--- config.mk ---
export PLATFORM = sky130hd
export DESIGN_NAME = bsfb_front
export DESIGN_NICKNAME = d
export VERILOG_FILES = /design/src/rtl/core/bsfb_pkg.sv /design/src/rtl/core/bsfb_front.sv
export VERILOG_INCLUDE_DIRS = /design/src /design/src/rtl/core
export SDC_FILE = /design/constraint.sdc
export NUM_CORES = 1
export LEC_CHECK = 0
export ABC_AREA = 1
export BUFFER_PORTS_ARGS = -buffer_cell sky130_fd_sc_hd__buf_2
export CAP_MARGIN = 10
export CORE_UTILIZATION = 48
export DETAILED_ROUTE_END_ITERATION = 6
export MAX_ROUTING_LAYER = met4
export PLACE_DENSITY = 0.8
export SLEW_MARGIN = 40
export SYNTH_ARGS = -nofsm -noshare
export SYNTH_HDL_FRONTEND = slang
export SYNTH_SLANG_ARGS = --single-unit
--- constraint.sdc ---
create_clock -name clock -period 2.1 [get_ports clock]
set_input_delay 0.42 -clock clock [delete_from_list [all_inputs] [get_ports clock]]
set_output_delay 0.42 -clock clock [all_outputs]
set_load 0.005 [all_outputs]
--- src/rtl/core/assert_macros.svh ---
// Assertion helpers shared by the buffer's modules.
`ifndef ASSERT_MACROS_SVH
`define ASSERT_MACROS_SVH

// The expression holds at every clock edge outside reset.
`define ASSERT_ALWAYS(label, clk, rst, expr, msg) \
   label: assert property (@(posedge clk) disable iff (rst) (expr)) else $error(msg);

// Whenever the antecedent holds, the consequent holds in the same cycle.
`define ASSERT_IMPLIES(label, clk, rst, ante, cons, msg) \
   label: assert property (@(posedge clk) disable iff (rst) (ante) |-> (cons)) else $error(msg);

// Whenever the antecedent holds, the consequent holds in the next cycle.
`define ASSERT_NEXT(label, clk, rst, ante, cons, msg) \
   label: assert property (@(posedge clk) disable iff (rst) (ante) |=> (cons)) else $error(msg);

`endif

--- src/rtl/core/bsfb_pkg.sv ---
package bsfb_pkg;

   localparam int DEPTH_DEFAULT       = 4096;
   localparam int SAMPLE_BITS_DEFAULT = 32;
   localparam int SAMPLE_W            = 32;
   localparam int FLUSH_W             = 16;
   // Entries of the result queue between the front and the back.
   localparam int QUEUE_DEPTH         = 4;

   typedef enum logic {
      KIND_SAMPLE = 1'b0,
      KIND_TICK   = 1'b1
   } kind_type;

   typedef struct packed {
      logic                out_valid;
      logic [SAMPLE_W-1:0] out_sample;
      logic                out_sob;
      logic                out_eob;
      logic                out_ignore;
      logic                accepted;
      logic                overflow;
      logic                tag_error;
   } result_type;

   // One classified request on its way from the front to the back. When
   // from_store is set the sample word arrives from the burst store in the next cycle.
   typedef struct packed {
      logic       valid;
      logic       from_store;
      result_type result;
   } issue_type;

endpackage

--- src/rtl/core/bsfb_front.sv ---
`include "assert_macros.svh"

module bsfb_front #(
   parameter int DEPTH       = bsfb_pkg::DEPTH_DEFAULT,
   parameter int SAMPLE_BITS = bsfb_pkg::SAMPLE_BITS_DEFAULT
) (
   input  logic                                   clock,
   input  logic                                   reset,
   input  logic                                   req_valid,
   output logic                                   req_ready,
   input  logic                                   req_kind,
   input  logic [bsfb_pkg::SAMPLE_W-1:0]          req_sample,
   input  logic                                   req_sob,
   input  logic                                   req_eob,
   input  logic                                   csr_we,
   input  logic [bsfb_pkg::FLUSH_W-1:0]           csr_wdata,
   input  logic                                   queue_ready,
   output bsfb_pkg::issue_type                    issue,
   output logic                                   ram_we,
   output logic [((DEPTH > 1) ? $clog2(DEPTH) : 1)-1:0] ram_waddr,
   output logic [SAMPLE_BITS-1:0]                 ram_wdata,
   output logic                                   ram_re,
   output logic [((DEPTH > 1) ? $clog2(DEPTH) : 1)-1:0] ram_raddr
);

   localparam int IW = (DEPTH > 1) ? $clog2(DEPTH) : 1;
   localparam int CW = $clog2(DEPTH + 1);
   localparam int FW = bsfb_pkg::FLUSH_W;

   logic [IW-1:0] write_index_ff, write_index_in;
   logic [IW-1:0] read_index_ff, read_index_in;
   logic [CW-1:0] stored_count_ff, stored_count_in;
   logic          in_burst_ff, in_burst_in;
   logic          start_pending_ff, start_pending_in;
   logic [FW-1:0] flush_left_ff, flush_left_in;
   logic [FW-1:0] flush_cfg_ff, flush_cfg_in;

   logic                 accept;
   logic                 draining;
   logic                 flushing;
   logic                 from_store;
   bsfb_pkg::result_type res;

   function automatic logic [IW-1:0] next_index(input logic [IW-1:0] idx);
      return (idx == IW'(DEPTH - 1)) ? '0 : idx + IW'(1);
   endfunction

   always_comb begin
      accept           = req_valid && queue_ready;
      draining         = (stored_count_ff != '0) && !in_burst_ff;
      flushing         = flush_left_ff != '0;
      write_index_in   = write_index_ff;
      read_index_in    = read_index_ff;
      stored_count_in  = stored_count_ff;
      in_burst_in      = in_burst_ff;
      start_pending_in = start_pending_ff;
      flush_left_in    = flush_left_ff;
      flush_cfg_in     = csr_we ? csr_wdata : flush_cfg_ff;
      res              = '0;
      from_store       = 1'b0;
      ram_we           = 1'b0;
      ram_re           = 1'b0;

      if (accept) begin
         if (req_kind == bsfb_pkg::KIND_TICK) begin
            if (draining) begin
               // Drain one stored sample; the word itself follows from the store.
               res.out_valid    = 1'b1;
               res.out_sob      = start_pending_ff;
               from_store       = 1'b1;
               ram_re           = 1'b1;
               start_pending_in = 1'b0;
               read_index_in    = next_index(read_index_ff);
               stored_count_in  = stored_count_ff - CW'(1);
               if (stored_count_ff == CW'(1)) begin
                  res.out_eob   = 1'b1;
                  flush_left_in = flush_cfg_ff;
               end
            end else if (flushing) begin
               res.out_valid = 1'b1;
               if (flush_left_ff == flush_cfg_ff) begin
                  res.out_sob    = 1'b1;
                  res.out_ignore = 1'b1;
               end
               if (flush_left_ff == FW'(1)) begin
                  res.out_eob = 1'b1;
               end
               flush_left_in = flush_left_ff - FW'(1);
            end
         end else if (!draining && !flushing) begin
            res.accepted = 1'b1;
            if (!in_burst_ff && !req_sob) begin
               res.tag_error  = req_eob;
               res.out_valid  = 1'b1;
               res.out_sample = req_sample;
            end else begin
               if (req_sob) begin
                  if (in_burst_ff) begin
                     res.tag_error = 1'b1;
                  end else begin
                     in_burst_in      = 1'b1;
                     start_pending_in = 1'b1;
                  end
               end
               if (stored_count_ff == CW'(DEPTH)) begin
                  res.overflow = 1'b1;
               end else begin
                  ram_we          = 1'b1;
                  write_index_in  = next_index(write_index_ff);
                  stored_count_in = stored_count_ff + CW'(1);
               end
               if (req_eob) begin
                  in_burst_in = 1'b0;
               end
            end
         end
      end
   end

   always_ff @(posedge clock) begin
      if (reset) begin
         write_index_ff   <= '0;
         read_index_ff    <= '0;
         stored_count_ff  <= '0;
         in_burst_ff      <= 1'b0;
         start_pending_ff <= 1'b0;
         flush_left_ff    <= '0;
         flush_cfg_ff     <= '0;
      end else begin
         write_index_ff   <= write_index_in;
         read_index_ff    <= read_index_in;
         stored_count_ff  <= stored_count_in;
         in_burst_ff      <= in_burst_in;
         start_pending_ff <= start_pending_in;
         flush_left_ff    <= flush_left_in;
         flush_cfg_ff     <= flush_cfg_in;
      end
   end

   assign req_ready        = queue_ready;
   assign issue.valid      = accept;
   assign issue.from_store = from_store;
   assign issue.result     = res;
   assign ram_waddr        = write_index_ff;
   assign ram_wdata        = SAMPLE_BITS'(req_sample);
   assign ram_raddr        = read_index_ff;

   `ASSERT_ALWAYS(a_count_bound, clock, reset, stored_count_ff <= CW'(DEPTH),
      "stored count exceeds buffer depth")
   `ASSERT_ALWAYS(a_no_rw_same_cycle, clock, reset, !(ram_we && ram_re),
      "store written and drained in the same cycle")
   `ASSERT_IMPLIES(a_drain_closed, clock, reset, ram_re,
      !in_burst_ff && (stored_count_ff != '0), "drain issued while burst still open")

endmodule

==> flow_summary.rst <==
.. list-table::
   :header-rows: 1

   * - Metric
     - Value
   * - Power after layout
     - 14900 µW
   * - Capture endpoint of the worst hold path
     - flush_cfg_ff[10]
   * - Category of the worst setup path capture point
     - output port
   * - Min-delay src
     - csr_wdata[10]
   * - Startpoint of the worst register-to-register path
     - flush_left_ff[0]
   * - Largest area contributor in the netlist
     - dfxtp_1
   * - Clock tree from TritonCTS
     - done
   * - Clk_skew
     - 0.0129 ns
   * - Reg2Reg Capture Point
     - stored_count_ff[8]
   * - Post-cts hold buffer count
     - 0
   * - Vertical die dimension
     - around 110 µm
   * - Relative slew margins
     - between 60% and 70%
   * - Count of different cell masters after synthesis
     - 36
   * - GR Overflow Total
     - 0
   * - Setup slack, reg-to-reg
     - around 0.070 ns
   * - Die Width
     - about 110 µm
   * - Routed vias
     - 5981
   * - Class of the most critical hold timing path
     - in2reg
   * - Final slew viol count
     - 0
   * - Post-synthesis instance total
     - between 800 and 900
   * - Maximum cell stage delay along the critical path
     - between 0.3 and 0.4 ns
   * - Net count after synthesis
     - 913
   * - CTS H-Tree Depth
     - 3
   * - Simple-gate share of the synthesized area
     - between 30% and 40%
   * - Endpoint required time on the critical path
     - 1.68 ns
   * - Clock-pin slew on the worst setup and hold paths
     - 0.08 ns
   * - Number of sinks driven by the clock tree
     - 71
   * - Fraction of synthesized area in multiplexers
     - 0%
   * - First-pass DRT Iterations
     - 5
   * - Detailed-route DRC error count
     - 0
   * - Period utilization
     - 113%
   * - Share of synthesized cell area in full adder, half adder and majority cells
     - around 1.7%
   * - Placement Cell Area
     - 0.00606 mm²
   * - 1st-iter DRT viols
     - 370
   * - Count of pins on the block boundary
     - between 150 and 200
   * - Violated checks
     - negative setup slack
   * - Worst EP arrival
     - 1.95 ns
   * - Maximum net fanout on the critical path
     - 8
   * - Root cell of the clock tree
     - clkbuf_8
   * - Number of input and output port buffers inserted
     - 155
   * - Startpoint types
     - flip-flop
   * - Overall Global Routing Usage
     - 26.9%
   * - Category of cells accounting for the largest share of critical-path delay
     - simple AND/OR/NAND/NOR gates
   * - # nets final
     - 1104
   * - Transition time at the pin with the least slew margin
     - 0.588 ns
   * - Peak clock frequency supported by timing
     - 0.423 GHz
   * - Power per cell area
     - 2140 mW/mm²
   * - DPL Wire Length
     - 10900 µm
   * - Compound-cell area share of the yosys netlist
     - 10.5%
   * - Core utilization of the finished layout
     - between 60% and 70%
   * - Per-cell routed wire length
     - roughly 13 µm
   * - Total length of routed wires
     - 15700 µm
   * - Die Outline Area
     - 0.0113 mm²
   * - Finished Cell Area
     - 0.00699 mm²
   * - Area fraction of the dominant cell type after synthesis
     - 27.1%
   * - Cell leakage power
     - 0.00360 µW
   * - Post-Synthesis Mean Instance Area
     - between 6 and 7 µm²
   * - Post-synthesis cell area
     - approximately 0.0052 mm²
   * - Worst setup slack after placement
     - 0.00333 ns
   * - Number of buffers added by the clock tree synthesis step
     - 9
   * - Final WS setup
     - -0.267 ns
   * - Clk_lat worst skew
     - 0.36 ns
   * - Clock tree buffer depth
     - 2
   * - Core area
     - 0.0105 mm²
   * - Main combinational cell family by area after synthesis
     - simple AND/OR/NAND/NOR gates
   * - Number of antenna violations at the first check in global routing
     - 1
   * - Final critical delay including setup and external delays
     - 2.37 ns
   * - Max-capacitance violation count
     - 0
   * - Layout cells sized above 1
     - 33.3%
   * - Detail-routed via count per cell
     - 5.06
   * - Routability-driven placement congestion ratio
     - 0.932
   * - Final hold vios
     - 0
   * - Type of the setup path with the least slack
     - reg2out
   * - Critical Path, Cell by Cell
     - inv_2, ha_4, nand3_2, inv_2, nand2_2, nor2_4, nand2_8, nor2_8, buf_12, nand2_8, nor2_1, buf_2
   * - Top cells by area in the synthesized netlist
     - dfxtp_1, nand2_1, nor2_1, inv_1, buf_4
   * - Critical path's slowest cell
     - dfxtp_2
   * - Register-to-Register Path Depth
     - 15
   * - Critical path buffer and inverter count
     - 4
   * - Run status
     - complete, but fails checks
   * - Total number of placement rows
     - 37
   * - Layout fillers
     - 906
   * - Post-synthesis xor/xnor area fraction
     - around 4.7%
   * - Total of warnings raised by yosys
     - 0
   * - Maximum number of pins on one net before global-route repair
     - 38
   * - Via count of the first global-routing pass
     - about 5000
   * - Peak supply drop
     - 1.83 mV
   * - Number of flip-flops and latches in the synthesized netlist
     - 71
   * - Cell depth of the worst hold path
     - 3
   * - Global-route wire length before repair
     - approximately 23000 µm
   * - Register area share after synthesis
     - 27.1%
   * - Number of routed nets with antenna violations
     - 0
   * - Setup repair after global routing missed its margin
     - yes
   * - Final setup violating endpoints
     - 40
   * - Effective utilization at floorplan
     - between 50% and 60%
   * - Synthesis-to-layout area growth
     - 33.3%
## what timing repair did
| item | CTS | global route |
|---|---|---|
| gates cloned | 3 | 1 |
| pin swaps | 20 | 18 |
| gates resized for setup | 40 | 53 |
| hold endpoints to repair | 0 | 0 |
| endpoints found under the setup margin | 42 | 47 |
| setup buffers | 20 | 21 |
## worst register-to-register path, stage by stage (launching register included)
cell	delay (ns)
dfxtp_2	0.32
inv_2	0.07
ha_4	0.14
nand3_2	0.07
inv_2	0.07
nand2_2	0.06
nor2_4	0.16
nand2_8	0.08
buf_4	0.14
buf_8	0.12
buf_4	0.16
nand2_4	0.07
nand2_2	0.09
buf_4	0.18
nand2_1	0.07
a21oi_1	0.07
## flip-flops by register name, indices dropped and copies added, names as in the netlist
register          cells
flush_cfg_ff         16
flush_left_ff        16
stored_count_ff      13
ram_raddr            12
ram_waddr            12
in_burst_ff           1
start_pending_ff      1
## cells in the mapped netlist
cell type,number
o21a_1,2
o211a_1,1
nor2_8,4
ha_1,7
dfxtp_1,71
nor4_1,2
nand3b_1,2
o2111ai_1,1
buf_4,37
buf_6,9
nand2_2,4
o22ai_1,5
nand2_4,8
clkbuf_1,11
buf_2,6
o21ai_1,2
nand3_2,2
nor3b_1,1
nor2_1,145
nand3_4,1
nor3_2,1
or2_2,1
a21oi_1,50
o21ai_0,44
nor2_2,5
nand2_1,227
inv_1,97
nand2_8,1
nor2_4,3
o21bai_1,1
xnor2_1,5
nor3_1,6
xor2_1,23
nand3_1,45
nand4_1,11
inv_2,9
## worst max path at each step
stage	startpoint	to	depth (start not counted)
after floorplan	flush_left_ff[0]	issue[29]	11
after global placement	flush_left_ff[0]	issue[22]	11
after detailed placement	flush_left_ff[1]	issue[35]	11
after CTS	flush_left_ff[1]	issue[21]	11
after global routing	flush_left_ff[0]	issue[24]	12
final	flush_left_ff[0]	issue[37]	12
## power breakdown
part | internal [µW] | switching [µW]
clock | 817 | 544
sequential | 1640 | 231
combinational | 5150 | 6570
## cells in the final DEF (no fill, tap or decap), types with 14 or more instances in the layout
| cell | count |
|---|---|
| a21oi_1 | 50 |
| buf_2 | 150 |
| buf_4 | 71 |
| buf_6 | 14 |
| dfxtp_1 | 57 |
| inv_1 | 91 |
| inv_2 | 14 |
| nand2_1 | 225 |
| nand3_1 | 44 |
| nor2_1 | 121 |
| nor2_2 | 17 |
| nor2_4 | 15 |
| o21ai_0 | 43 |
| xor2_1 | 23 |
## routing by layer
metal | GRT usage (%) | part of all wire [%] | wire length, µm | vias to the layer above
met2 | 46.3 | 49 | 7750 | 274
met5 | - | 0 | 0 | -
met4 | 10.1 | 2.0 | 318 | 0
met3 | 4.17 | 7.6 | 1190 | 25
li1 | - | - | - | 2998
met1 | 31.4 | 41 | 6470 | 2684
## final cells by class
type	instances	area [µm²]	area share (%)
Multi-Input combinational cell	614	3230	46.2
Timing Repair Buffer	239	1500	21.4
Clock buffer	10	138	1.97
Clock inverter	5	106	1.52
Inverter	106	402	5.75
Tap cell	136	170	2.43
Antenna cell	1	2.50	0.0358
Sequential cell	71	1440	20.7
## cells by family after synthesis
family | Yosys count
simple gates | 469
buf+inv | 169
compound gates | 106
flops | 71
xor+xnor | 28
fa+ha+maj | 7
## stage by stage
step | hold WS [ns] | std cells | setup TNS (ns)
after CTS | 0.275 | 1159 | -8.32
after global routing | 0.291 | 1182 | -12.31
after floorplan | 0.434 | 850 | 0
after global placement | 0.449 | 1121 | 0
final | 0.286 | 1182 | -9.03
after detailed placement | 0.456 | 1121 | 0
Power figures use the tool's default switching activity.
