File: config.mk
export PLATFORM = sky130hd
export DESIGN_NAME = bsfb_back
export DESIGN_NICKNAME = d
export VERILOG_FILES = /design/src/rtl/core/bsfb_pkg.sv /design/src/rtl/core/bsfb_back.sv
export VERILOG_INCLUDE_DIRS = /design/src /design/src/rtl/core
export SDC_FILE = /design/constraint.sdc
export NUM_CORES = 1
export LEC_CHECK = 0
export BUFFER_PORTS_ARGS = -buffer_cell sky130_fd_sc_hd__buf_2
export CAP_MARGIN = 20
export CORE_MARGIN = 2
export CORE_UTILIZATION = 38
export DETAILED_ROUTE_END_ITERATION = 16
export GPL_TIMING_DRIVEN = 0
export PLACE_DENSITY = 0.65
export SLEW_MARGIN = 20
export SYNTH_ARGS = -nofsm -noshare
export SYNTH_HDL_FRONTEND = slang
export SYNTH_SLANG_ARGS = --single-unit
File: constraint.sdc
create_clock -name clock -period 2.9 [get_ports clock]
set_clock_uncertainty 0.2 [all_clocks]
set_input_delay 0.58 -clock clock [delete_from_list [all_inputs] [get_ports clock]]
set_output_delay 0.58 -clock clock [all_outputs]
set_load 0.05 [all_outputs]
File: src/rtl/core/assert_macros.svh
// Assertion helpers shared by the buffer's modules.
`ifndef ASSERT_MACROS_SVH
`define ASSERT_MACROS_SVH

// The expression holds at every clock edge outside reset.
`define ASSERT_ALWAYS(label, clk, rst, expr, msg) \
   label: assert property (@(posedge clk) disable iff (rst) (expr)) else $error(msg);

// Whenever the antecedent holds, the consequent holds in the same cycle.
`define ASSERT_IMPLIES(label, clk, rst, ante, cons, msg) \
   label: assert property (@(posedge clk) disable iff (rst) (ante) |-> (cons)) else $error(msg);

// Whenever the antecedent holds, the consequent holds in the next cycle.
`define ASSERT_NEXT(label, clk, rst, ante, cons, msg) \
   label: assert property (@(posedge clk) disable iff (rst) (ante) |=> (cons)) else $error(msg);

`endif

File: src/rtl/core/bsfb_pkg.sv
package bsfb_pkg;

   localparam int DEPTH_DEFAULT       = 4096;
   localparam int SAMPLE_BITS_DEFAULT = 32;
   localparam int SAMPLE_W            = 32;
   localparam int FLUSH_W             = 16;
   // Entries of the result queue between the front and the back.
   localparam int QUEUE_DEPTH         = 4;

   typedef enum logic {
      KIND_SAMPLE = 1'b0,
      KIND_TICK   = 1'b1
   } kind_type;

   typedef struct packed {
      logic                out_valid;
      logic [SAMPLE_W-1:0] out_sample;
      logic                out_sob;
      logic                out_eob;
      logic                out_ignore;
      logic                accepted;
      logic                overflow;
      logic                tag_error;
   } result_type;

   // One classified request on its way from the front to the back. When
   // from_store is set the sample word arrives from the burst store in the next cycle.
   typedef struct packed {
      logic       valid;
      logic       from_store;
      result_type result;
   } issue_type;

endpackage

File: src/rtl/core/bsfb_back.sv
`include "assert_macros.svh"

module bsfb_back #(
   parameter int SAMPLE_BITS = bsfb_pkg::SAMPLE_BITS_DEFAULT
) (
   input  logic                   clock,
   input  logic                   reset,
   input  bsfb_pkg::issue_type    issue,
   input  logic [SAMPLE_BITS-1:0] ram_rdata,
   output logic                   queue_ready,
   output logic                   rsp_valid,
   input  logic                   rsp_ready,
   output bsfb_pkg::result_type   rsp
);

   localparam int QD  = bsfb_pkg::QUEUE_DEPTH;
   localparam int QIW = (QD > 1) ? $clog2(QD) : 1;
   localparam int QCW = $clog2(QD + 1);

   logic                 s1_valid_ff;
   logic                 s1_from_store_ff;
   bsfb_pkg::result_type s1_result_ff;
   bsfb_pkg::result_type merged;

   bsfb_pkg::result_type entry_ff [QD];
   logic [QIW-1:0]       head_ff, head_in;
   logic [QIW-1:0]       tail_ff, tail_in;
   logic [QCW-1:0]       count_ff, count_in;
   logic                 push;
   logic                 pop;

   always_comb begin
      merged = s1_result_ff;
      if (s1_from_store_ff) begin
         merged.out_sample = bsfb_pkg::SAMPLE_W'(ram_rdata);
      end
      push      = s1_valid_ff;
      rsp_valid = count_ff != '0;
      pop       = rsp_valid && rsp_ready;
      head_in   = pop ? head_ff + QIW'(1) : head_ff;
      tail_in   = push ? tail_ff + QIW'(1) : tail_ff;
      case ({push, pop})
         2'b10:   count_in = count_ff + QCW'(1);
         2'b01:   count_in = count_ff - QCW'(1);
         default: count_in = count_ff;
      endcase
      // Room is counted against the stage register as well as the queue.
      queue_ready = ({1'b0, count_ff} + (QCW + 1)'(s1_valid_ff)) < (QCW + 1)'(QD);
   end

   always_ff @(posedge clock) begin
      if (reset) begin
         s1_valid_ff <= 1'b0;
         head_ff     <= '0;
         tail_ff     <= '0;
         count_ff    <= '0;
      end else begin
         s1_valid_ff <= issue.valid;
         head_ff     <= head_in;
         tail_ff     <= tail_in;
         count_ff    <= count_in;
      end
   end

   always_ff @(posedge clock) begin
      s1_from_store_ff <= issue.from_store;
      s1_result_ff     <= issue.result;
      if (push) begin
         entry_ff[tail_ff] <= merged;
      end
   end

   assign rsp = entry_ff[head_ff];

   `ASSERT_ALWAYS(a_queue_bound, clock, reset, count_ff <= QCW'(QD),
      "result queue count exceeds its depth")
   `ASSERT_IMPLIES(a_push_room, clock, reset, s1_valid_ff, count_ff < QCW'(QD),
      "result pushed into a full queue")
   `ASSERT_NEXT(a_pop_drains, clock, reset, pop && !push,
      count_ff == $past(count_ff) - QCW'(1), "queue count did not fall after a pop")

endmodule

==> flow_summary_export.csv, run 1 <==
group,metric,value,unit
placement,gp_congestion,0.706,
route,drc,0,
route,drt-pass1-iter-count,5,
clock_network,cts_tree,"done",
timing,hold_violations,0,
final_layout,area_growth,27.3,%
final_layout,regArea,0.00569,mm^2
timing,worstMarginPinSlew,0.659,ns
pwr,p_total,8020,uW
clock_network,clockBufferDepth,3,
floorplan,coreArea,0.0188,mm^2
global_route,met3_usage,2.52,%
clock_network,post_cts_buffers,0,
route,wirelength,13500,um
critical_path,worstPathMaxFanout,10,
floorplan,die_h,142,um
final_layout,multi_input_area,0.00150,mm^2
clock_network,clk-insertion-delay-late,0.50,ns
route,vias,3649,
yosys,synth_warnings,0,
clock_network,clock-root-buffer,"clkbuf_16",
yosys,ys_ff_latch,206,
route,antenna_left,0,
floorplan,die_area,0.0203,mm^2
yosys,synth_fp_nets,412,
status,status,"finished, final reports clean",
worst_hold_path,hold-path-endpoint,"s1_result_ff[22]",
clock_network,clk_pin_slew_worst_paths,0.06,ns
worst_hold_path,min_path_cells,1,
yosys,synth_top_cell_area_share,64.4,%
final_layout,fin_cells,756,
global_route,grt.met1_usage,16.7,%
global_route,top_usage_layer,"met2",
placement,dp_cells,679,
yosys,mappedNetlistArea,0.00728,mm^2
global_route,grt_max_degree,40,
yosys,yosysSeqAreaShare,78.1,%
critical_path,r2r_cells,7,
yosys,ys_types,24,
final_layout,nNetsFinal,589,
yosys,synthTopCellsByArea,"edfxtp_1 64%, dfxtp_1 14%, mux4_2 12%, mux2_2 4.6%, ha_1 0.86%",
job,drv_cap,0,
critical_path,critPathCaptureType,"primary output",
yosys,syn_inst,330,
placement,dpl.hpwl,7930,um
floorplan,die_w,142,um
timing,relSlewSlack,56.1,%
timing,setup_viol,0,
route,drtIter0Drc,149,
critical_path,rrSetupSlack,0.70,ns
timing,fin_hold_ws,0.0214,ns
critical_path,cp_data_required_time,2.12,ns
pwr,power.leakage,0.00329,uW
critical_path,start_kind,"flip-flop",
route,viasPerCell,4.83,
global_route,grt_pass1_wl,20800,um
clock_network,cts.sinks,206,
timing,finalCritPeriodShare,96.4,%
critical_path,r2r-start,"count_ff[0]",
final_layout,layout_common_cells,"156 x edfxtp_1, 119 x buf_2, 50 x dfxtp_1",
global_route,grt_util_met2,24.2,%
clock_network,cts_made_buffers,23,
route,wire_per_inst,17.9,um
floorplan,pin_count,117,
pwr,vdd_ir_drop_max,0.575,mV
final_layout,layout_commonest_cell,"edfxtp_1",
worst_hold_path,hold_path_class,"in2reg",
pwr,p_per_area,865,mW/mm^2
global_route,grt_util_all_layers,13.4,%
critical_path,rr_endpoint,"count_ff[2]",
final_layout,drive_gt1_share,44.1,%
timing,slew_violations,0,
critical_path,critPathKind,"reg2out",
global_route,grt_pass1_vias,3922,
placement,io_buffers,115,
final_layout,nFillCells,1563,
global_route,grt_antenna_before_repair,0,
yosys,synth_top_area_cell,"edfxtp_1",
worst_hold_path,min-delay-start,"issue[22]",
global_route,grt_overflow,0,
yosys,synth_area_per_cell,22.1,um^2
timing,rsz0062_at_grt,"no",
floorplan,initial_utilization,38.8,%
critical_path,crit_arrival,2.02,ns
clock_network,htreeDepth,1,
timing,layout_min_cycle_time,2.80,ns
floorplan,rows,50,
final_layout,diodes,0,
timing,fmax,358,MHz
-- cells by family (layout without fill, tap and decap cells) --
kind of cell / after synthesis / in the layout / synth area share, %
buf+inv: 20 / 212 / 1.43
flops: 206 / 206 / 78.1
compound gates: 6 / 6 / 0.533
fa+ha+maj: 6 / 6 / 1.13
mux: 72 / 72 / 17.2
xor+xnor: 5 / 5 / 0.602
simple gates: 15 / 15 / 1.01
-- metal layers --
layer,up-vias,wire length (um)
li1,1676,-
met1,1853,5700
met2,99,7000
met3,21,609
met4,0,214
met5,-,0
-- registers in the layout, indices dropped and copies added, names as in the netlist, named ones only --
signal            count
s1_result_ff         32
push                  1
count_ff              3
merged                7
entry_ff            156
s1_from_store_ff      1
tail_ff               2
head_ff               2
-- worst max-delay path by stage --
stage          startpoint         endpoint  slack (ns)  cells after the start
2_1_floorplan   rsp_ready      count_ff[2]        0.75                      7
3_3_place_gp         push  entry_ff[2][32]       -0.08                      2
3_5_place_dp    flip-flop          rsp[30]        0.48                      4
4_1_cts         flip-flop          rsp[30]        0.04                      4
5_1_grt         flip-flop          rsp[31]        0.02                      4
6_report        flip-flop          rsp[37]        0.10                      4
-- power by group --
part	switching [uW]	internal [uW]	leakage [uW]	total (uW)
clock	1090	1680	0.000352	2760
sequential	57.5	3310	0.00184	3360
combinational	1230	657	0.00111	1890
-- what timing repair did --
item                       in CTS  in global routing
gates resized for setup         3                  0
setup endpoints to repair      15                  0
hold endpoints to repair       37                  1
hold buffers                   37                  1
-- through the flow --
step | setup WS [ns] | TNS [ns] | instance area (um^2) | utilization, %
after floorplan | 0.750 | 0 | 7280 | -
after global placement | -0.0762 | -10.72 | 8150 | 43.4
after detailed placement | 0.476 | 0 | 8160 | 43.5
after CTS | 0.0431 | 0 | 9250 | 49.3
after global routing | 0.0233 | 0 | 9260 | 49.4
final | 0.104 | 0 | 9260 | 49.4
-- synthesized netlist by cell type --
cell and n:
a21oi_1 2, a31oi_1 1, and2_1 4, buf_2 5, buf_4 2, buf_6 2
clkbuf_1 5, dfxtp_1 50, edfxtp_1 156, fa_1 1, ha_1 5, inv_1 6
mux2_1 2, mux2_2 30, mux2i_1 1, mux4_2 39, nor2_1 8, nor2b_1 1
o21ai_0 1, o311ai_0 1, o31a_1 1, or3_1 2, xnor2_1 2, xor2_1 3
-- worst max-delay path: stages, from the launching register on --
cell	delay, ns
dfxtp_1	0.35
buf_2	0.32
buf_4	0.28
mux4_2	0.34
buf_2	0.23
-- area by class of cell --
cell class | instances | share of cell area [%]
buffer | 13 | 0.810
tap | 234 | 3.16
multi-input combinational | 104 | 16.2
timing repair buffer | 153 | 10.3
clock buffer | 31 | 6.65
clock inverter | 9 | 1.28
sequential | 206 | 61.4
inverter | 6 | 0.243
Power figures use the tool's default switching activity.
==> inputs of run 2 (changes only) <==
Settings changed: CELL_PAD_IN_SITES_DETAIL_PLACEMENT set to 2, CELL_PAD_IN_SITES_GLOBAL_PLACEMENT set to 2, PLACE_DENSITY 0.65 to 0.79.
==> run 2 against run 1 <==
Sequential power about the same. Cell count up 0.13%. Wire length up 18%. Maximum frequency about the same. Register-to-register slack better by 0.02 ns. Worst setup slack better by 0.0019 ns. Count of clock-buffer cells in the layout up 6. Critical path depth unchanged. Core utilization down 0.14 points. Global-route usage up 2.6 points.
==> flow_summary_export.csv, run 2 (synthesis gave the netlist of run 1 again) <==
group,metric,value,unit
status,status,"finished, final reports clean",
route,wire_per_inst,21.0,um
job,drv_cap,0,
route,drtIter0Drc,132,
timing,relSlewSlack,55.8,%
timing,slew_violations,0,
final_layout,nNetsFinal,589,
clock_network,cts.sinks,206,
pwr,comb_power_share,24.3,%
clock_network,post_cts_buffers,0,
placement,io_buffers,115,
critical_path,critPathKind,"reg2out",
pwr,vdd_ir_drop_max,0.429,mV
pwr,p_sw_share,29.9,%
route,viasPerCell,4.90,
placement,dpl.hpwl,9820,um
floorplan,die_area,0.0203,mm^2
critical_path,cp_data_required_time,2.12,ns
global_route,grt_antenna_before_repair,0,
critical_path,critPathCaptureType,"primary output",
pwr,p_per_area,861,mW/mm^2
final_layout,drive_gt1_share,43.6,%
final_layout,diodes,0,
final_layout,largest_reg_flops,156,
route,highest_layer,"met4",
critical_path,crit_arrival,2.01,ns
critical_path,r2r-start,"count_ff[0]",
route,vias,3706,
worst_hold_path,min-delay-start,"issue[11]",
clock_network,cts_made_buffers,23,
route,antenna_left,0,
timing,layout_min_cycle_time,2.79,ns
global_route,grt_pass1_wl,24500,um
final_layout,final_area,0.00924,mm^2
critical_path,start_kind,"flip-flop",
final_layout,layout_commonest_cell,"edfxtp_1",
floorplan,die_h,142,um
pwr,internal-power,5580,uW
floorplan,rows,50,
placement,placed_area,0.00816,mm^2
route,wl_met3,711,um
clock_network,clk_pin_slew_worst_paths,0.06,ns
worst_hold_path,hold_path_class,"in2reg",
timing,setup_slack,0.106,ns
clock_network,clock-root-buffer,"clkbuf_16",
critical_path,worstPathMaxFanout,10,
timing,hold_violations,0,
pwr,p_clk_share,33.3,%
clock_network,clockBufferDepth,3,
pwr,switchingPower,2380,uW
route,wl_met2,8500,um
pwr,power.leakage,0.00329,uW
floorplan,pin_count,117,
route,drt-pass1-iter-count,4,
route,wl_met1,6490,um
final_layout,area_growth,26.9,%
placement,gp_congestion,0.699,
floorplan,initial_utilization,38.8,%
floorplan,die_w,142,um
floorplan,coreArea,0.0188,mm^2
timing,worstMarginPinSlew,0.663,ns
global_route,grt_util_all_layers,16.1,%
placement,post-place-ws,0.506,ns
global_route,grt_max_degree,40,
route,wirelength,15900,um
clock_network,cts_tree,"done",
final_layout,regMostFlops,"entry_ff",
clock_network,clk-insertion-delay-late,0.49,ns
timing,finalCritPeriodShare,96.3,%
route,drc,0,
global_route,grt_pass1_vias,4277,
timing,fmax,358,MHz
timing,rsz0062_at_grt,"yes",
global_route,grt_overflow,0,
clock_network,htreeDepth,1,
pwr,seq_power_share,42.4,%
timing,setup_viol,0,
final_layout,layout_common_cells,"156 x edfxtp_1, 119 x buf_2, 50 x dfxtp_1",
## run 2: layer usage
metal  GRT usage [%]  up-vias
met4            3.13        0
met3            2.89       21
met1            19.9     1916
met2            29.7      103
li1                -     1666
met5               0        -
## run 2: repair_timing
action | in CTS | in global routing
hold buffers | 36 | 1
setup endpoints to repair | 11 | 20
endpoints found under the hold margin | 36 | 1
resized for setup | 2 | 5
## run 2: final cells by class
type                    count  area, um^2
inverters                   6        22.5
multi-input cells         104        1500
plain buffers              14        98.8
well taps                 234         293
clock inverters             4        16.3
fillers                  1665        9530
repair buffers            152         946
flip-flops and latches    206        5690
clock buffers              37         678
## run 2: worst max-delay path: stages, from the launching register on
cell     delay (ns)
dfxtp_1        0.40
buf_12         0.18
buf_8          0.18
mux4_2         0.53
buf_2          0.23
## run 2: per-stage QoR
stage / cells / setup TNS [ns] / total power (uW) / hold slack [ns] / util (%)
2_1_floorplan: 330 / 0 / 4890 / 0.238 / -
5_1_grt: 757 / -0.0134 / 8300 / 0.00108 / 49.2
4_1_cts: 756 / 0 / 8050 / 0.00107 / 49.1
6_report: 757 / 0 / 7960 / 0.0204 / 49.2
3_3_place_gp: 679 / -8.16 / 5290 / 0.249 / 43.4
3_5_place_dp: 679 / 0 / 5330 / 0.275 / 43.5
## run 2: final timing paths
| kind | endpoint | slack, ns | cells past startpoint |
|---|---|---|---|
| worst min register to register | entry_ff[3][3] | 0.30 | 0 |
| worst max register to register | count_ff[2] | 0.72 | 7 |
| worst min-delay path | s1_result_ff[11] | 0.02 | 1 |
| worst max-delay path | rsp[32] | 0.11 | 4 |
## run 2: power by group through the flow
stage / clock [uW] / sequential, uW / combinational, uW
floorplan: 0 / 3410 / 1480
global placement: 0 / 3420 / 1870
detailed placement: 0 / 3430 / 1900
CTS: 2720 / 3370 / 1960
global route: 2860 / 3380 / 2060
finish: 2650 / 3370 / 1930
